<file path="src/hdl/sida_pkg.sv">
// Shared types and constants for the signed integer to decimal ASCII converter.
`timescale 1ns / 1ps

package sida_pkg;

   // ASCII codes that the converter emits.
   localparam logic [7:0] CHAR_ZERO  = 8'h30;
   localparam logic [7:0] CHAR_MINUS = 8'h2D;
   localparam logic [7:0] CHAR_NUL   = 8'h00;
   localparam logic [7:0] DIGIT_MAX  = 8'd9;

   // Buffer size after reset, in characters including the terminator.
   localparam logic [7:0] BUFFER_SIZE_RESET = 8'd12;

   // Commands from the controller to the datapath.
   typedef struct packed {
      logic load;
      logic convert_step;
      logic measure;
      logic emit_sign;
      logic emit_digit;
      logic emit_term;
      logic emit_error;
   } dp_cmd_type;

   // Status from the datapath to the controller.
   typedef struct packed {
      logic convert_last;
      logic fits;
      logic negative;
      logic digit_last;
   } dp_status_type;

endpackage

</file>
<file path="src/hdl/sida_ctrl.sv">
// Controller state machine that sequences conversion and character output.
`timescale 1ns / 1ps

module sida_ctrl (
   input  logic                   clock,
   input  logic                   reset,
   input  logic                   start,
   output logic                   busy,
   input  sida_pkg::dp_status_type status,
   output sida_pkg::dp_cmd_type    cmd
);
   import sida_pkg::*;

   typedef enum logic [6:0] {
      ST_IDLE    = 7'b0000001,
      ST_CONVERT = 7'b0000010,
      ST_MEASURE = 7'b0000100,
      ST_SIGN    = 7'b0001000,
      ST_DIGITS  = 7'b0010000,
      ST_TERM    = 7'b0100000,
      ST_ERROR   = 7'b1000000
   } state_type;

   state_type state_ff;
   state_type state_in;

   // Next state and command decode.
   always_comb begin
      state_in = state_ff;
      cmd      = '0;
      unique case (state_ff)
         ST_IDLE: begin
            if (start) begin
               cmd.load = 1'b1;
               state_in = ST_CONVERT;
            end
         end
         ST_CONVERT: begin
            cmd.convert_step = 1'b1;
            if (status.convert_last) begin
               state_in = ST_MEASURE;
            end
         end
         ST_MEASURE: begin
            cmd.measure = 1'b1;
            if (!status.fits) begin
               state_in = ST_ERROR;
            end else if (status.negative) begin
               state_in = ST_SIGN;
            end else begin
               state_in = ST_DIGITS;
            end
         end
         ST_SIGN: begin
            cmd.emit_sign = 1'b1;
            state_in      = ST_DIGITS;
         end
         ST_DIGITS: begin
            cmd.emit_digit = 1'b1;
            if (status.digit_last) begin
               state_in = ST_TERM;
            end
         end
         ST_TERM: begin
            cmd.emit_term = 1'b1;
            state_in      = ST_IDLE;
         end
         ST_ERROR: begin
            cmd.emit_error = 1'b1;
            state_in       = ST_IDLE;
         end
         default: begin
            state_in = ST_IDLE;
         end
      endcase
   end

   // State register.
   always_ff @(posedge clock) begin
      if (reset) begin
         state_ff <= ST_IDLE;
      end else begin
         state_ff <= state_in;
      end
   end

   assign busy = (state_ff != ST_IDLE);

`ifndef SYNTHESIS
   // The block only goes idle after finishing a word with a terminator or an error.
   assert property (@(posedge clock) disable iff (reset)
      (!$past(reset) && $fell(busy)) |-> ($past(cmd.emit_term) || $past(cmd.emit_error)))
      else $error("busy fell without a final word");

   // An error word is only emitted after a failed size check.
   assert property (@(posedge clock) disable iff (reset)
      cmd.emit_error |-> ($past(cmd.measure) && !$past(status.fits)))
      else $error("error word without failed size check");

   // Conversion ends in the measure step.
   assert property (@(posedge clock) disable iff (reset)
      (cmd.convert_step && status.convert_last) |=> cmd.measure)
      else $error("conversion did not end in measure");
`endif

endmodule

</file>
<file path="src/hdl/sida_dp.sv">
// Datapath: magnitude, binary to BCD conversion, size check and output words.
`timescale 1ns / 1ps

module sida_dp #(
   parameter int VALUE_BITS = 32
) (
   input  logic                          clock,
   input  logic                          reset,
   input  sida_pkg::dp_cmd_type          cmd,
   output sida_pkg::dp_status_type       status,
   input  logic signed [VALUE_BITS-1:0]  req_signed_value,
   input  logic                          csr_write_enable,
   input  logic [7:0]                    csr_write_data,
   output logic                          rsp_strobe,
   output logic [7:0]                    rsp_ascii_char,
   output logic                          rsp_is_last,
   output logic                          rsp_overflow_error
);
   import sida_pkg::*;

   // Two magnitude bits are shifted into the BCD register per cycle.
   localparam int MAG_STEPS  = (VALUE_BITS + 1) / 2;
   localparam int MAG_W      = 2 * MAG_STEPS;
   localparam int STEP_W     = $clog2(MAG_STEPS);
   // Decimal digits of the largest magnitude, 2**(VALUE_BITS-1).
   localparam int NUM_DIGITS = ((VALUE_BITS - 1) * 30103) / 100000 + 1;
   localparam int BCD_W      = 4 * NUM_DIGITS;
   localparam int DIG_IDX_W  = $clog2(NUM_DIGITS);
   localparam int DIG_CNT_W  = $clog2(NUM_DIGITS + 1);
   localparam int TOT_W      = 9;

   logic [MAG_W-1:0]     mag_ff, mag_in, mag_step;
   logic [BCD_W-1:0]     bcd_ff, bcd_in, bcd_step;
   logic                 negative_ff, negative_in;
   logic [STEP_W-1:0]    step_ff, step_in;
   logic [DIG_IDX_W-1:0] digit_idx_ff, digit_idx_in;
   logic [7:0]           buffer_size_ff, buffer_size_in;
   logic                 rsp_strobe_ff, rsp_strobe_in;
   logic [7:0]           rsp_char_ff, rsp_char_in;
   logic                 rsp_last_ff, rsp_last_in;
   logic                 rsp_error_ff, rsp_error_in;

   logic [VALUE_BITS-1:0] value_bits;
   logic [VALUE_BITS-1:0] value_abs;
   logic [DIG_CNT_W-1:0]  digit_count;
   logic [TOT_W-1:0]      text_total;
   logic [3:0]            cur_digit;

   // Unsigned magnitude of the input; the most negative value maps exactly.
   assign value_bits = req_signed_value;
   assign value_abs  = value_bits[VALUE_BITS-1] ? (~value_bits + 1'b1) : value_bits;

   // Two shift-and-add-3 iterations, one per magnitude bit.
   always_comb begin
      bcd_step = bcd_ff;
      mag_step = mag_ff;
      for (int s = 0; s < 2; s++) begin
         for (int d = 0; d < NUM_DIGITS; d++) begin
            if (bcd_step[d*4 +: 4] >= 4'd5) begin
               bcd_step[d*4 +: 4] = bcd_step[d*4 +: 4] + 4'd3;
            end
         end
         bcd_step = {bcd_step[BCD_W-2:0], mag_step[MAG_W-1]};
         mag_step = {mag_step[MAG_W-2:0], 1'b0};
      end
   end

   // Count of significant digits; zero still has one digit.
   always_comb begin
      digit_count = DIG_CNT_W'(1);
      for (int d = 1; d < NUM_DIGITS; d++) begin
         if (bcd_ff[d*4 +: 4] != 4'd0) begin
            digit_count = DIG_CNT_W'(d + 1);
         end
      end
   end

   // Digits plus sign plus terminator must fit the buffer.
   assign text_total = TOT_W'(digit_count) + TOT_W'(negative_ff) + TOT_W'(1);
   assign cur_digit  = bcd_ff[digit_idx_ff*4 +: 4];

   assign status.convert_last = (step_ff == STEP_W'(MAG_STEPS - 1));
   assign status.fits         = (buffer_size_ff > 8'd1) &&
                                (text_total <= TOT_W'(buffer_size_ff));
   assign status.negative     = negative_ff;
   assign status.digit_last   = (digit_idx_ff == '0);

   // Working registers.
   always_comb begin
      mag_in       = mag_ff;
      bcd_in       = bcd_ff;
      negative_in  = negative_ff;
      step_in      = step_ff;
      digit_idx_in = digit_idx_ff;
      priority if (cmd.load) begin
         mag_in      = MAG_W'(value_abs);
         bcd_in      = '0;
         negative_in = value_bits[VALUE_BITS-1];
         step_in     = '0;
      end else if (cmd.convert_step) begin
         mag_in  = mag_step;
         bcd_in  = bcd_step;
         step_in = step_ff + 1'b1;
      end else if (cmd.measure) begin
         digit_idx_in = DIG_IDX_W'(digit_count - 1'b1);
      end else if (cmd.emit_digit) begin
         digit_idx_in = digit_idx_ff - 1'b1;
      end else begin
         // No working command: every register keeps its value.
         digit_idx_in = digit_idx_ff;
      end
   end

   // Buffer size register.
   assign buffer_size_in = csr_write_enable ? csr_write_data : buffer_size_ff;

   // Output word register.
   always_comb begin
      rsp_strobe_in = cmd.emit_sign | cmd.emit_digit | cmd.emit_term | cmd.emit_error;
      rsp_last_in   = cmd.emit_term | cmd.emit_error;
      rsp_error_in  = cmd.emit_error;
      priority if (cmd.emit_sign) begin
         rsp_char_in = CHAR_MINUS;
      end else if (cmd.emit_digit) begin
         rsp_char_in = CHAR_ZERO + {4'd0, cur_digit};
      end else begin
         rsp_char_in = CHAR_NUL;
      end
   end

   always_ff @(posedge clock) begin
      if (reset) begin
         buffer_size_ff <= BUFFER_SIZE_RESET;
         rsp_strobe_ff  <= 1'b0;
      end else begin
         buffer_size_ff <= buffer_size_in;
         rsp_strobe_ff  <= rsp_strobe_in;
      end
   end

   always_ff @(posedge clock) begin
      mag_ff       <= mag_in;
      bcd_ff       <= bcd_in;
      negative_ff  <= negative_in;
      step_ff      <= step_in;
      digit_idx_ff <= digit_idx_in;
      rsp_char_ff  <= rsp_char_in;
      rsp_last_ff  <= rsp_last_in;
      rsp_error_ff <= rsp_error_in;
   end

   assign rsp_strobe         = rsp_strobe_ff;
   assign rsp_ascii_char     = rsp_char_ff;
   assign rsp_is_last        = rsp_last_ff;
   assign rsp_overflow_error = rsp_error_ff;

`ifndef SYNTHESIS
   // An error word is a last word carrying the NUL character.
   assert property (@(posedge clock) disable iff (reset)
      (rsp_strobe && rsp_overflow_error) |-> (rsp_is_last && rsp_ascii_char == CHAR_NUL))
      else $error("error word malformed");

   // Non-final words are a minus sign or a decimal digit.
   assert property (@(posedge clock) disable iff (reset)
      (rsp_strobe && !rsp_is_last) |->
         (rsp_ascii_char == CHAR_MINUS ||
          (rsp_ascii_char >= CHAR_ZERO && rsp_ascii_char <= CHAR_ZERO + DIGIT_MAX)))
      else $error("unexpected character word");

   // The leading emitted digit is never zero unless it is the only digit.
   assert property (@(posedge clock) disable iff (reset)
      ($past(cmd.measure) && !status.digit_last) |-> (cur_digit != 4'd0))
      else $error("leading zero digit");
`endif

endmodule

</file>
<file path="src/hdl/signed_int_to_decimal_ascii.sv">
// Top level of the signed integer to decimal ASCII converter.
`timescale 1ns / 1ps

// Converts one signed VALUE_BITS-bit value into its decimal text, one ASCII
// character per output word, most significant first, with a leading '-' for
// negative values and a NUL terminator flagged by rsp_is_last.
// Input: a value on req_signed_value is taken at a clock edge where start is
// high and busy is low. Output: each word is valid for one cycle while
// rsp_strobe is high; the receiver cannot stall, so words are never held.
// If the text including terminator does not fit csr buffer size (or the size
// is at most 1), a single word with rsp_overflow_error and rsp_is_last set and
// a NUL character is emitted instead.
// Sequence: the magnitude is converted to BCD two bits per cycle, then a measure
// step checks the length, then one word leaves per cycle. A new value is taken
// only once the controller is idle again after the terminator or error word.
// The buffer size is written through csr_write_enable; the user must write it
// only while the block is idle, which the block itself does not enforce.
// Reset sets the buffer size to 12 and returns the controller to idle.
module signed_int_to_decimal_ascii #(
   parameter int VALUE_BITS = 32
) (
   input  logic                         clock,
   input  logic                         reset,
   input  logic                         start,
   output logic                         busy,
   input  logic signed [VALUE_BITS-1:0] req_signed_value,
   input  logic                         csr_write_enable,
   input  logic [7:0]                   csr_write_data,
   output logic                         rsp_strobe,
   output logic [7:0]                   rsp_ascii_char,
   output logic                         rsp_is_last,
   output logic                         rsp_overflow_error
);
   import sida_pkg::*;

   dp_cmd_type    cmd;
   dp_status_type status;

   // Sequencer.
   sida_ctrl u_ctrl (
      .clock  (clock),
      .reset  (reset),
      .start  (start),
      .busy   (busy),
      .status (status),
      .cmd    (cmd)
   );

   // Conversion and output datapath.
   sida_dp #(
      .VALUE_BITS (VALUE_BITS)
   ) u_dp (
      .clock              (clock),
      .reset              (reset),
      .cmd                (cmd),
      .status             (status),
      .req_signed_value   (req_signed_value),
      .csr_write_enable   (csr_write_enable),
      .csr_write_data     (csr_write_data),
      .rsp_strobe         (rsp_strobe),
      .rsp_ascii_char     (rsp_ascii_char),
      .rsp_is_last        (rsp_is_last),
      .rsp_overflow_error (rsp_overflow_error)
   );

endmodule
</file>
<file path="config.mk">
export PLATFORM = sky130hd
export DESIGN_NAME = signed_int_to_decimal_ascii
export DESIGN_NICKNAME = d
export VERILOG_FILES = /design/src/hdl/sida_pkg.sv /design/src/hdl/sida_ctrl.sv /design/src/hdl/sida_dp.sv /design/src/hdl/signed_int_to_decimal_ascii.sv
export SDC_FILE = /design/constraint.sdc
export NUM_CORES = 1
export LEC_CHECK = 0
export BUFFER_PORTS_ARGS = -buffer_cell sky130_fd_sc_hd__buf_2
export CAP_MARGIN = 20
export CORE_MARGIN = 10
export CORE_UTILIZATION = 47
export DETAILED_ROUTE_END_ITERATION = 7
export GPL_TIMING_DRIVEN = 0
export SYNTH_ARGS = -nofsm -noshare
export SYNTH_HDL_FRONTEND = slang
export SYNTH_SLANG_ARGS = --single-unit
</file>
<file path="constraint.sdc">
create_clock -name clock -period 4.1 [get_ports clock]
set_clock_uncertainty 0.2 [all_clocks]
set_input_delay 0.205 -clock clock [delete_from_list [all_inputs] [get_ports clock]]
set_output_delay 0.205 -clock clock [all_outputs]
set_load 0.02 [all_outputs]
</file>
==> key figures <==
Layout
  • Number of nets in the layout: 995
  • Diodes inserted: 0
  • Fillers: 1,384
  • Area grow syn2layout: 16.12%
  • Multi-input logic area: 4571 sq um
  • Register area: 2481 sq um
  • Share of layout cells above drive strength 1: between 15 and 20%
  • Finished Layout Cells: 1,088

GRT
  • First-pass GRT wire length: 28,990 um
  • Overflow left after global routing: 0
  • Initial antenna violation count: 0
  • GRT Total Usage: 17.01%
  • Pin count of the biggest net entering global routing: 22
  • Vias in the first global route: 5,888

Logic synthesis
  • Top_reg_cell synth: dfxtp_1
  • Most frequent cell after synthesis: o21ai_0
  • Average cell area after synthesis: 8.891 sq um
  • FFs w/ async S/R, synth: 0%
  • Register bit count reported by yosys: approximately 110
  • Largest cells by area after synthesis: dfxtp_1 (19%), edfxtp_1 (15%), ha_1 (9.7%)
  • Post-synth top cells: o21ai_0 (70), dfxtp_1 (68), nand2_1 (58), ha_1 (56), inv_1 (53)
  • Synth cell types: 52
  • Synth warn: 0
  • Top-area cell type share of the netlist area: 18.83%
  • Netlist Area Pre-Place: just over 7000 sq um
  • Cell taking the most area after synthesis: dfxtp_1
  • Post-synth EDFFs: 37
  • Sequential cell area fraction in the yosys report: 34.20%
  • Cells after Synth: 813

Timing
  • Fmax: 0.2555 GHz
  • Final setup violation count: 0
  • Final Hold Viols: 0
  • Pins Over Slew Limit: 0
  • Final WS setup: 0.1868 ns
  • Setup TNS: 0 ns
  • Worst-Margin Slew: 0.8334 ns
  • Final period util: 95.44%
  • Tmin final: between 3 and 4 ns
  • Slew margin rel.: 44.30%

Clocking
  • Clk buf depth: 2
  • CTS Sinks: between 100 and 150
  • Worst-path clk slew: approximately 0.090 ns
  • Inserted Clock Buffers: 9
  • Root buffer selected by CTS: clkbuf_16
  • Clk_lat worst skew: approximately 0.35 ns
  • CTS tree: built
  • H-tree depth: 3

Critical path
  • Worst setup SP type: flip-flop
  • Worst r2r src: u_dp.bcd_ff[9]
  • Worst Path Required: 4.17 ns
  • CP arrival: around 4.0 ns
  • Crit-path slowest cell: or3b_4
  • Setup crit start: u_dp.bcd_ff[9]
  • Cell mode on critical path: ha_4
  • Critical path class: flip-flop to flip-flop
  • CP endpoint kind: flip-flop
  • Max incr delay on CP: 0.39 ns
  • CP Max Fanout: 4
  • Critical Path, Cell by Cell: inv_4 -> ha_4 -> or3b_4 -> o211ai_1 -> a41oi_2 -> ha_2 -> ha_4 -> ha_4 -> xor2_2 -> xnor2_1 -> ha_1 -> a21oi_2 -> o221ai_2 -> a21oi_2 -> nor2_1 -> a41o_1 -> nor4b_2

Place
  • Hpwl dp: 13,200 um
  • Placed cell count: 1,056
  • IO buf count: 52
  • Final Wtd Congestion: roughly 0.86
  • Pre-CTS setup slack: -0.01593 ns

Flow run
  • Max-cap viol count: 0

Routing
  • DRC: 0
  • Via count: 6,133
  • Per-cell routed wire length: roughly 16 um
  • DRT Pass-1 Iters: 5
  • Vias/cell: 5.637
  • Routed Antenna Nets: 0
  • Initial DRC Count: about 420
  • DRT Wirelength: 17,600 um

Power and ir drop
  • Maximum vdd ir drop: approximately 0.00020 V
  • Power Dens Cells: 301.9 nW/um^2
  • P_leak: roughly 3.4 nW

Floorplanning
  • Core ar.: 15,150 sq um
  • Core Rows: 45
  • Ports: 56
  • Die width: between 100 and 150 um
  • Die area: approximately 21,000 sq um
  • Die Y: ~140 um
  • Starting density of the core: 47.72%

Hold path
  • Hold_sp: req_signed_value[28]
  • Worst hold-check path type: input port to flip-flop

Run status
  • Outcome: finished clean
## routing by layer
metal	track usage [%]	vias up	part of all wire [%]
li1	-	3056	-
met1	22.01	2951	47
met2	28.93	115	49
met3	2.460	11	3.7
met4	4.460	0	0.81
met5	0	-	0
## cell type report
| cell class | instances | area share [%] |
|---|---|---|
| Clock buffer | 9 | 2.683 |
| Multi-Input combinational cell | 622 | 54.46 |
| Timing Repair Buffer | 69 | 5.009 |
| Inverter | 53 | 2.430 |
| Tap cell | 188 | 2.803 |
| Sequential cell | 105 | 29.56 |
| Clock inverter | 7 | 1.312 |
| Buffer | 35 | 1.744 |
## per-stage QoR
stage                     hold slack [ns]  cell area, sq um  util, %  power, W
final                             0.02399              8393    55.42  0.002533
after detailed placement           0.2355              7746    51.14  0.001580
after CTS                         0.01092              8199    54.13  0.002541
after global placement             0.2329              7731    51.04  0.001565
after floorplan                   0.08174              7236        -  0.001454
after global routing              0.03237              8393    55.42  0.002648
## path summary, 6_finish.rpt
path,endpoint,slack [ns],depth (start not counted)
setup / recovery,u_ctrl.state_ff[3],0.19,17
hold / removal,u_dp.mag_ff[28],0.02,3
setup reg to reg,u_ctrl.state_ff[3],0.19,17
hold reg to reg,u_dp.bcd_ff[0],0.26,2
## registers in the layout, summed over array words and instances, names as in the netlist
signal / flops
u_dp.rsp_is_last: 1
u_dp.buffer_size_ff: 8
u_dp.rsp_strobe: 1
u_dp.mag_ff: 32
u_dp.rsp_ascii_char: 6
u_ctrl.state_ff: 7
u_dp.rsp_overflow_error: 1
u_dp.negative_ff: 1
u_dp.step_ff: 4
u_dp.digit_idx_ff: 4
u_dp.bcd_ff: 40
## cells by family (layout without fill, tap and decap cells)
kind of cell	Yosys count	count (layout)	synth area share, %
AO/OA/AOI/OAI	194	194	15.70
XOR/XNOR	59	59	7.149
adder cells (fa/ha/maj)	56	56	9.694
buffers and inverters	88	173	4.778
flip-flops	105	105	34.20
multiplexers	62	62	10.30
other	1	3	0.05188
AND/OR/NAND/NOR	248	248	18.12
## power breakdown
group	switching, W	leakage, nW	internal (W)
clock network	0.000453	0.162	0.000501
registers	0.0000269	0.906	0.00117
logic	0.000240	2.35	0.000146
## repair_timing
item | CTS | global route
setup buffers | 0 | 6
endpoints found under the hold margin | 12 | 0
cloned | 0 | 0
setup endpoints to repair | 2 | 3
pin swaps | 1 | 13
resized for setup | 4 | 33
hold buffers | 10 | 0
## cells in the final DEF (no fill, tap or decap), types with 4 or more instances in the layout
master / instances
nand2b_1: 25
clkbuf_1: 24
nor2b_1: 16
mux2_2: 19
buf_1: 8
mux4_2: 8
inv_1: 50
xnor2_1: 30
or3_1: 5
o21ai_0: 70
mux2i_1: 35
nor3b_1: 24
o21a_1: 10
dlygate4sd3_1: 10
xor2_1: 28
buf_4: 8
nand2_1: 58
dfxtp_1: 65
o31ai_1: 11
nor3_1: 10
clkbuf_16: 9
a21oi_1: 47
edfxtp_1: 37
nand4_1: 4
nor2_1: 36
nor3b_2: 6
o211ai_1: 6
o21ai_1: 23
ha_4: 4
ha_1: 50
nor4_1: 4
buf_2: 52
nand3_1: 46
## worst max-delay path, delay by kind of cell (launching register included)
family	cells	cell delay (ns)
and+or+nand+nor	3	0.71
DFF	1	0.37
buffers and inverters	1	0.06
adders and majority gates	5	1.13
xor gates and xnor gates	2	0.30
AOI/OAI and AO/OA	6	1.07
No activity file was read; power rests on OpenSTA's default activity.
